**src/rtl/metp_pkg.sv**
```systemverilog
package metp_pkg;

  localparam int COLUMNS_DEF   = 1024;
  localparam int ROWS_DEF      = 1024;
  localparam int FRAC_BITS_DEF = 44;

  // Integer bits above the fraction in the working word (52 bits at 44 fraction bits).
  localparam int GUARD_BITS = 8;

  localparam int PIX_W      = 10;
  localparam int CFG_W      = 48;
  localparam int CFG_IDX_W  = 2;
  localparam int ZOOM_W     = 7;
  localparam int ITER_W     = 16;
  localparam int SHADE_W    = 8;
  localparam int DIVIDEND_W = ITER_W + SHADE_W;

  localparam int ZOOM_MIN = -2;
  localparam int ZOOM_MAX = 32;

  localparam logic [ITER_W-1:0] MAX_ITER_RST = 16'd1000;

  typedef enum logic [CFG_IDX_W-1:0] {
    REG_CENTER_RE  = 2'd0,
    REG_CENTER_IM  = 2'd1,
    REG_ZOOM_LEVEL = 2'd2,
    REG_MAX_ITER   = 2'd3
  } reg_idx_e;

  typedef enum logic [6:0] {
    S_IDLE = 7'b000_0001,
    S_TEST = 7'b000_0010,
    S_SR   = 7'b000_0100,
    S_SI   = 7'b000_1000,
    S_P    = 7'b001_0000,
    S_DIV  = 7'b010_0000,
    S_DONE = 7'b100_0000
  } state_e;

endpackage

```
**src/rtl/metp_div.sv**
```systemverilog
module metp_div (
  input  logic                                clk_i,
  input  logic                                rst_ni,
  input  logic                                start_i,
  input  logic [metp_pkg::DIVIDEND_W-1:0]     dividend_i,
  input  logic [metp_pkg::ITER_W-1:0]         divisor_i,
  output logic                                done_o,
  output logic [metp_pkg::SHADE_W-1:0]        quot_o
);

  localparam int DW    = metp_pkg::DIVIDEND_W;
  localparam int SW    = metp_pkg::SHADE_W;
  localparam int DSR_W = metp_pkg::ITER_W + SW - 1;
  localparam int CW    = $clog2(SW);

  logic             busy_q, done_q;
  logic [CW-1:0]    cnt_q;
  logic [DW-1:0]    rem_q;
  logic [DSR_W-1:0] dsr_q;
  logic [SW-1:0]    quot_q;
  logic             ge;

  assign ge = rem_q >= DW'(dsr_q);

  always_ff @(posedge clk_i or negedge rst_ni) begin
    if (!rst_ni) begin
      busy_q <= 1'b0;
      done_q <= 1'b0;
      cnt_q  <= '0;
    end else begin
      done_q <= 1'b0;
      if (start_i) begin
        busy_q <= 1'b1;
        cnt_q  <= CW'(SW - 1);
      end else if (busy_q) begin
        cnt_q <= cnt_q - 1'b1;
        if (cnt_q == '0) begin
          busy_q <= 1'b0;
          done_q <= 1'b1;
        end
      end
    end
  end

  // Restoring division, one quotient bit a cycle, most significant first.
  always_ff @(posedge clk_i) begin
    if (start_i) begin
      rem_q  <= dividend_i;
      dsr_q  <= DSR_W'(divisor_i) << (SW - 1);
      quot_q <= '0;
    end else if (busy_q) begin
      if (ge) begin
        rem_q <= rem_q - DW'(dsr_q);
      end
      quot_q <= {quot_q[SW-2:0], ge};
      dsr_q  <= dsr_q >> 1;
    end
  end

  assign done_o = done_q;
  assign quot_o = quot_q;

endmodule

```
**config.mk**
```make
export PLATFORM = sky130hd
export DESIGN_NAME = metp_div
export DESIGN_NICKNAME = d
export VERILOG_FILES = /design/src/rtl/metp_pkg.sv /design/src/rtl/metp_div.sv
export SDC_FILE = /design/constraint.sdc
export NUM_CORES = 1
export LEC_CHECK = 0
export ABC_AREA = 1
export BUFFER_PORTS_ARGS = -buffer_cell sky130_fd_sc_hd__buf_2
export CORE_MARGIN = 2
export CORE_UTILIZATION = 36
export CTS_CLUSTER_DIAMETER = 200
export DETAILED_ROUTE_END_ITERATION = 8
export PLACE_DENSITY_LB_ADDON = 0.1
export SLEW_MARGIN = 5
export SYNTH_ARGS = -nofsm -noshare
export SYNTH_HDL_FRONTEND = slang
export SYNTH_SLANG_ARGS = --single-unit
```
**constraint.sdc**
```tcl
create_clock -name clk_i -period 2.9 [get_ports clk_i]
set_input_delay 0.29 -clock clk_i [delete_from_list [all_inputs] [get_ports clk_i]]
set_output_delay 0.29 -clock clk_i [all_outputs]
set_load 0.02 [all_outputs]
```
* Word level (Yosys, flattened, before mapping)
Cells that the tools add are included.
** Storage, ports and cells
- Logic and storage cells :: 27
- Output and inout port bits :: 9
- Input bits :: 43
- Bits in registers :: 60
** Cells by class
- $add $sub $neg :: 2
- Reduce and logical (&&, ||, !) cells :: 4
- Magnitude comparators :: 1
- Mux-type cells :: 13
** Operators by type and width (count)
- 24-bit two-way mux :: 3
- 23-bit two-way mux :: 2
- 24-bit by 23-bit >= comparator with 1-bit output :: 1
- 24-bit by 23-bit subtractor with 24-bit output :: 1
- 1-bit two-way mux :: 6
- 3-bit two-way mux :: 2
- 2-bit nonzero test :: 2
- 3-bit zero test :: 1
- 3-bit by 1-bit subtractor with 3-bit output (second input constant) :: 1
- 2-bit AND reduction :: 1

* Depth between registers and ports, before layout
Gate-level depths: netlist of the first run.
- Word-level depth :: 4
- Mapped depth :: 14

* Least setup slack after synthesis of the first run
OpenSTA, ideal clock, no wires.
- Kind :: reg-to-reg
- Start :: reg rem_q[0]
- End :: reg rem_q[0], enable pin
- Data arrival time :: 2013 ps
- Clock period less this slack :: 2438 ps
- Cell stages (with the launch flop) :: 14
- Path buffers :: 0
- Path slack :: 462 ps
- Cells stage by stage :: edfxtp_1 -> inv_1 -> ha_1 -> inv_1 -> fa_1 -> nand2_1 -> nand2_1 -> and2_4 -> nand2_4 -> nand2_4 -> nand2_1 -> nand4_1 -> nand2_1 -> nand2_1
** Between the ends
- Word-level cells in the longest chain between the ends :: 3
** Ends and longest elaborated chain
- start: declaration :: RTL line metp_div.sv:18 : logic [DW-1:0] rem_q;
- start signal: assignment :: RTL line metp_div.sv:48 : rem_q <= dividend_i;
- start signal: assignment :: RTL line metp_div.sv:53 : rem_q <= rem_q - DW'(dsr_q);
- 24-bit by 23-bit >= comparator with 1-bit output :: RTL line metp_div.sv:23 : assign ge = rem_q >= DW'(dsr_q);
- 2-bit nonzero test (no line)
- 2-bit AND reduction (no line)
Every way passes these cells.
A chain may end at the register's enable or synchronous reset.

* Worst setup path after layout of the first run
- Start :: reg rem_q[0]
- End :: reg rem_q[5], enable pin
The elaborated chain is that of the path after synthesis.

==> results.toml, run 1 <==
[status]
status = "complete, no violations"

[cts]
h-tree-depth = 3
cts_hold_buf = 1
cts_tree = "built"
clockBufferDepth = 2
insertion_delay_ps = 340
cts.repair.resized = 0
clock_sinks = 60
root_buffer = "clkbuf_16"
numCtsBuffers = 9
cts_setup_buffers = 0
clkSlewWorstSetupHoldPaths_ps = 50

[worst_setup_path]
worstPathRequired_ps = 2990
r2r_cells = 14
cp_slowest_cell = "fa_1"
cpLargestDelayFamily = "simple AND/OR/NAND/NOR gates"
r2r_setup_slack_ps = 390
critPathBufInv = 3
worst_path_largest_cell_delay_ps = 420
cp.arrival_ps = 2600
cp-end-kind = "flop"
crit_type = "reg2reg"
cp_max_fo = 20
crit_top_cell = "nand2_1"
rr_startpoint = "rem_q[0]$_DFFE_PP_"
start_kind = "flop"
r2r-end = "rem_q[5]$_DFFE_PP_"
path_cells = "inv_1 > ha_1 > inv_1 > fa_1 > nand2_1 > nand2_1 > and2_4 > nand2_4 > nand2_4 > nand2_1 > nand4_1 > nand2_1 > nand2_1 > buf_12"

[floorplan]
io_pins = 52
die_w_um = 112
coreArea_um2 = 11500
initial_core_util_pct = 37.0
dieArea_um2 = 12700
num_rows = 39
die_y_um = 112

[min_path]
whs_endpoint = "dsr_q[22]$_DFFE_PP_"
hp-class = "in2reg"
hp-start = "divisor_i[15]"
min_path_cells = 3

[placed_design]
portBuffers = 51
place_hpwl_um = 8370
place.gp.congestion = 0.930
pre_cts_ws_ps = 425

[synthesis]
synth_cell_types = 34
synth-seq-cells = 60
syn-cell-area_um2 = 4240
synth_flop_cell = "edfxtp_1"
async_flop_share_pct = 8.33
syn-num-nets = 676
ys_seq_area_share_pct = 38.4
synth_edf_count = 40
yosys_warnings = 0
synth.avg_cell_area_um2 = 6.98
synthCells = 607

[finish]
nNetsFinal = 734
n_antenna_cell = 0
layout-drive-gt1-share_pct = 15.7
area_growth_pct = 18.7
fillCellCount = 1246

[timing]
final-max-slew-violation-count = 0
period_needed_ps = 2510
timing.fmax_ghz = 0.399
worst_pin_slew_ps = 562
rsz0062_at_grt = "false"
skew_ps = 4.60
finalCritPeriodShare_pct = 86.4
worst_slew_margin_rel_pct = 62.5
finalSetupViolCount = 0
finalHoldViolations = 0
fin_ws_ps = 395
finalSetupTns_ps = 0

[grt]
grt_antenna_before_repair = 0
grt_pass1_wl_um = 17900
grt_start_max_net_pins = 33
grt_pass1_vias = 3724
grt_use_total_pct = 18.0
grt_overflow_total = 0

[detailed_routing]
dr.pass1.iters = 4
dr.first_iter.drc_count = 164
viasPerCell = 4.65
antenna_left = 0
vias = 3782
routed_wl_um = 10900
wl_per_cell_um = 13.4
route.detailed.drc = 0

[run]
cap_viol_max_count = 0

[power_and_ir_drop]
peakVddDrop_uv = 395
p_leak_nw = 2.63
power_density_nw_per_um2 = 1000
cells in the final DEF (no fill, tap or decap), types with 2 or more instances in the layout:
cell / count
nand4_1: 7
edfxtp_1: 40
inv_1: 116
nor2_2: 3
nor2_1: 30
nand3b_1: 7
nand2_2: 14
dfrtp_1: 5
dfxtp_1: 15
ha_1: 25
nor2_4: 4
or2_2: 2
a21oi_1: 16
buf_2: 51
nand3_1: 33
inv_2: 3
or2_1: 2
nand3_2: 3
nand2_4: 2
clkbuf_16: 12
nor3_1: 3
nand2_1: 221
o22ai_1: 11
buf_12: 2
buf_4: 4
o21ai_0: 26
clkinv_2: 2
where the power goes:
part	switching (W)	leakage [nW]	internal (W)	total [W]
Sequential	0.0000781	0.605	0.00120	0.00128
Combinational	0.00171	1.86	0.000897	0.00261
Clock	0.000394	0.164	0.000755	0.00115
cell families after synthesis:
logic type	count (synthesis)	synth area share, %
simple gates	332	34.4
buf+inv	130	11.7
flops	60	38.4
compound gates	58	7.47
fa+ha+maj	26	7.85
xor+xnor	1	0.207
per-layer routing:
layer  global-route usage (%)  wire length [um]  vias to the layer above
met5                        0                 0                        -
met4                     7.97               217                        0
met3                     3.56               463                       13
met2                     28.2              4810                       68
met1                     24.3              5430                     1682
li1                         -                 -                     2019
sequential cells by signal, summed over array words and instances, names as in the netlist:
| signal | cells |
|---|---|
| cnt_q | 3 |
| dsr_q | 23 |
| rem_q | 24 |
| done_o | 1 |
| quot_o | 8 |
| busy_q | 1 |
synth_stat cells (all sizes together), types with 3 or more instances:
master / number / area (um^2)
dfxtp: 15 / 300
dfrtp: 5 / 125
nand2: 237 / 940
nand3b: 7 / 52.6
nor2: 37 / 176
ha: 25 / 313
edfxtp: 40 / 1200
inv: 119 / 447
or2: 4 / 25.0
o21ai: 26 / 130
nand3: 36 / 195
clkbuf: 4 / 15.0
nand4: 7 / 43.8
o22ai: 11 / 68.8
nor3: 3 / 15.0
buf: 7 / 35.0
a21oi: 17 / 88.8
through the flow:
| stage | std cells | area (um^2) | hold slack (ps) | total power (W) | utilization [%] |
|---|---|---|---|---|---|
| global route | 813 | 5030 | 215 | 0.00549 | 43.9 |
| finish | 813 | 5030 | 207 | 0.00503 | 43.9 |
| floorplan | 607 | 4240 | -5.59 | 0.00326 | - |
| detailed placement | 796 | 4690 | 109 | 0.00389 | 40.9 |
| global placement | 796 | 4690 | 110 | 0.00387 | 40.9 |
| CTS | 813 | 5030 | 198 | 0.00506 | 43.9 |
worst max path at each step:
| stage | startpoint | endpoint | depth (start not counted) |
|---|---|---|---|
| 6_report | rem_q[0]$_DFFE_PP_ | rem_q[5]$_DFFE_PP_ | 14 |
| 5_1_grt | rem_q[0]$_DFFE_PP_ | rem_q[1]$_DFFE_PP_ | 14 |
| 4_1_cts | rem_q[0]$_DFFE_PP_ | rem_q[4]$_DFFE_PP_ | 14 |
| 3_5_place_dp | rem_q[0]$_DFFE_PP_ | rem_q[0]$_DFFE_PP_ | 14 |
| 3_3_place_gp | rem_q[0]$_DFFE_PP_ | rem_q[0]$_DFFE_PP_ | 14 |
| 2_1_floorplan | rem_q[0]$_DFFE_PP_ | rem_q[0]$_DFFE_PP_ | 13 |
final cells by class:
class / instances / area, um^2 / share of cell area [%]
clock buffer: 14 / 318 / 6.32
clock inverter: 2 / 10.0 / 0.199
inverter: 119 / 447 / 8.88
multi-input combinational: 417 / 2110 / 42.0
sequential: 60 / 1630 / 32.3
tap: 143 / 179 / 3.56
timing repair buffer: 58 / 335 / 6.67
worst register-to-register path: stages (launching register included):
cell	delay, ps
edfxtp_1	350
inv_1	60
ha_1	130
inv_1	80
fa_1	420
nand2_1	120
nand2_1	80
and2_4	160
nand2_4	60
nand2_4	60
nand2_1	70
nand4_1	110
nand2_1	110
nand2_1	200
buf_12	240
Note: power is estimated with default switching activity, not from simulation.
==> run 2: changes to the inputs <==
--- a/config.mk
+++ b/config.mk
@@ -5,14 +5,12 @@
 export SDC_FILE = /design/constraint.sdc
 export NUM_CORES = 1
 export LEC_CHECK = 0
-export ABC_AREA = 1
 export BUFFER_PORTS_ARGS = -buffer_cell sky130_fd_sc_hd__buf_2
 export CORE_MARGIN = 2
 export CORE_UTILIZATION = 36
 export CTS_CLUSTER_DIAMETER = 200
 export DETAILED_ROUTE_END_ITERATION = 8
 export PLACE_DENSITY_LB_ADDON = 0.1
-export SLEW_MARGIN = 5
 export SYNTH_ARGS = -nofsm -noshare
 export SYNTH_HDL_FRONTEND = slang
 export SYNTH_SLANG_ARGS = --single-unit
==> results.toml, run 2 <==
[grt]
grt_antenna_before_repair = 0
grt_start_max_net_pins = 56
grt_use_total_pct = 17.1
grt_pass1_vias = 3185
grt_overflow_total = 0
grt_pass1_wl_um = 15500

[synthesis]
synth_edf_count = 40
yosys_warnings = 0
synth_most_common_cell = "nand2_1"
synth_top_cell_area_share_pct = 30.5
post-synth-top-area-cell = "edfxtp_1"
synth_flop_cell = "edfxtp_1"
synth_cell_types = 57
syn-cell-area_um2 = 3940
synth-seq-cells = 60
syn-num-nets = 511
yosys-top-cells-count = "nand2_1 (69), edfxtp_1 (40), o21ai_0 (38), inv_1 (31), nor2_1 (31)"
synth_area_leaders = "edfxtp_1 (31%), ha_1 (7.9%), dfxtp_1 (7.6%), nand2_1 (6.6%), o21ai_0 (4.8%)"
ys_seq_area_share_pct = 41.3
synth.avg_cell_area_um2 = 8.90
synthCells = 442
async_flop_share_pct = 8.33

[finish]
area_growth_pct = 16.5
layout_common_cells = "nand2_1 (68), buf_2 (51), edfxtp_1 (40), o21ai_0 (38)"
multi_input_area_um2 = 2090
seqCellArea_um2 = 1630
post-route-util_pct = 42.7
layout-drive-gt1-share_pct = 17.2
nNetsFinal = 558
n_antenna_cell = 0
top_register = "rem_q"
fillCellCount = 1106
final_cells = 634
final_common_cell = "nand2_1"
largest_reg_flops = 24

[placed_design]
portBuffers = 51
place.gp.congestion = 0.827
place_hpwl_um = 6790
post-place-cells = 616
pre_cts_ws_ps = 148

[timing]
finalHoldViolations = 0
final-max-slew-violation-count = 0
worst_pin_slew_ps = 535
finalSetupViolCount = 0
skew_ps = 3.40
finalSetupTns_ps = 0
finalCritPeriodShare_pct = 93.9
timing.fmax_ghz = 0.367
worst_hold_slack_ps = 214
fin_ws_ps = 177
period_needed_ps = 2720
worst_slew_margin_rel_pct = 64.3

[worst_setup_path]
path_cells = "inv_1 > ha_1 > inv_1 > fa_1 > a21o_1 > a221o_1 > a21oi_1 > a21oi_1 > o211ai_1 > nand2_2 > buf_6"
cp.arrival_ps = 2830
cp_max_fo = 19
critPathBufInv = 3
cp-end-kind = "flop"
worstPathRequired_ps = 3000
cp_slowest_cell = "fa_1"
start_kind = "flop"
worst_path_largest_cell_delay_ps = 410
crit_type = "reg2reg"
cpLargestDelayFamily = "compound AO/OA/AOI/OAI gates"

[detailed_routing]
dr.pass1.iters = 4
vias = 3277
wl_per_cell_um = 14.8
route.detailed.drc = 0
dr.first_iter.drc_count = 183
viasPerCell = 5.17
antenna_left = 0
routed_wl_um = 9370

[power_and_ir_drop]
peakVddDrop_uv = 276
p_leak_nw = 2.07
power_density_nw_per_um2 = 968

[cts]
cts_tree = "built"
clock_sinks = 60
clockBufferDepth = 2
h-tree-depth = 3
numCtsBuffers = 9
root_buffer = "clkbuf_8"
clkSlewWorstSetupHoldPaths_ps = 70
insertion_delay_ps = 350

[floorplan]
dieArea_um2 = 11800
initial_core_util_pct = 36.6
num_rows = 38
io_pins = 52
coreArea_um2 = 10700
die_y_um = 109
die_w_um = 109

[run]
cap_viol_max_count = 0

[status]
status = "complete, no violations"

[min_path]
hp-class = "in2reg"
[run 2: per-stage QoR]
step	area (um^2)	total power, W
floorplan	3940	0.00303
global placement	4340	0.00358
detailed placement	4340	0.00359
CTS	4570	0.00445
global route	4580	0.00480
finish	4580	0.00444
[run 2: metal layers]
metal | vias up | share of wire, % | GRT usage [%]
li1 | 1685 | - | -
met1 | 1519 | 50 | 23.4
met2 | 61 | 44 | 26.0
met3 | 12 | 4.0 | 3.50
met4 | 0 | 1.5 | 7.42
met5 | - | 0 | 0
[run 2: cell families after synthesis]
family | share of synthesized area (%)
compound gates | 19.8
xor+xnor | 2.67
simple gates | 17.7
fa+ha+maj | 8.46
flops | 41.3
mux | 4.39
buf+inv | 5.66
[run 2: final cells by class]
| class | instances | area share (%) |
|---|---|---|
| clock inverter | 2 | 0.218 |
| timing repair buffer | 63 | 7.67 |
| sequential | 60 | 35.5 |
| multi-input combinational | 324 | 45.6 |
| clock buffer | 14 | 4.70 |
| inverter | 31 | 2.54 |
| tap | 140 | 3.82 |
[run 2: path summary, 6_finish.rpt]
kind | from | slack, ps | end | cells past startpoint
worst max-delay path | rem_q[0]$_DFFE_PP_ | 180 | rem_q[3]$_DFFE_PP_ | 11
worst min-delay path | divisor_i[13] | 210 | dsr_q[20]$_DFFE_PP_ | 3
worst max register to register | rem_q[0]$_DFFE_PP_ | 180 | rem_q[3]$_DFFE_PP_ | 11
worst min register to register | dsr_q[0]$_SDFFE_PP0P_ | 500 | dsr_q[0]$_SDFFE_PP0P_ | 2
max in group asynchronous | rst_ni | 2490 | cnt_q[2]$_DFFE_PN0P_ | 2
min in group asynchronous | rst_ni | 280 | cnt_q[0]$_DFFE_PN0P_ | 2
[run 2: what timing repair did]
item	CTS	global route
endpoints found under the hold margin	5	0
setup endpoints to repair	0	19
hold buffers	1	0
resized for setup	0	1
buffers inserted	0	1
[run 2: worst min-delay path, cell delays in order]
cell and delay, ps:
buf_2 70, nand2_1 40, o21ai_0 50
[run 2: report_power, final]
group	internal (W)	switching, W
registers	0.00122	0.0000953
logic	0.000962	0.00133
clock network	0.000482	0.000347
total	0.00267	0.00177
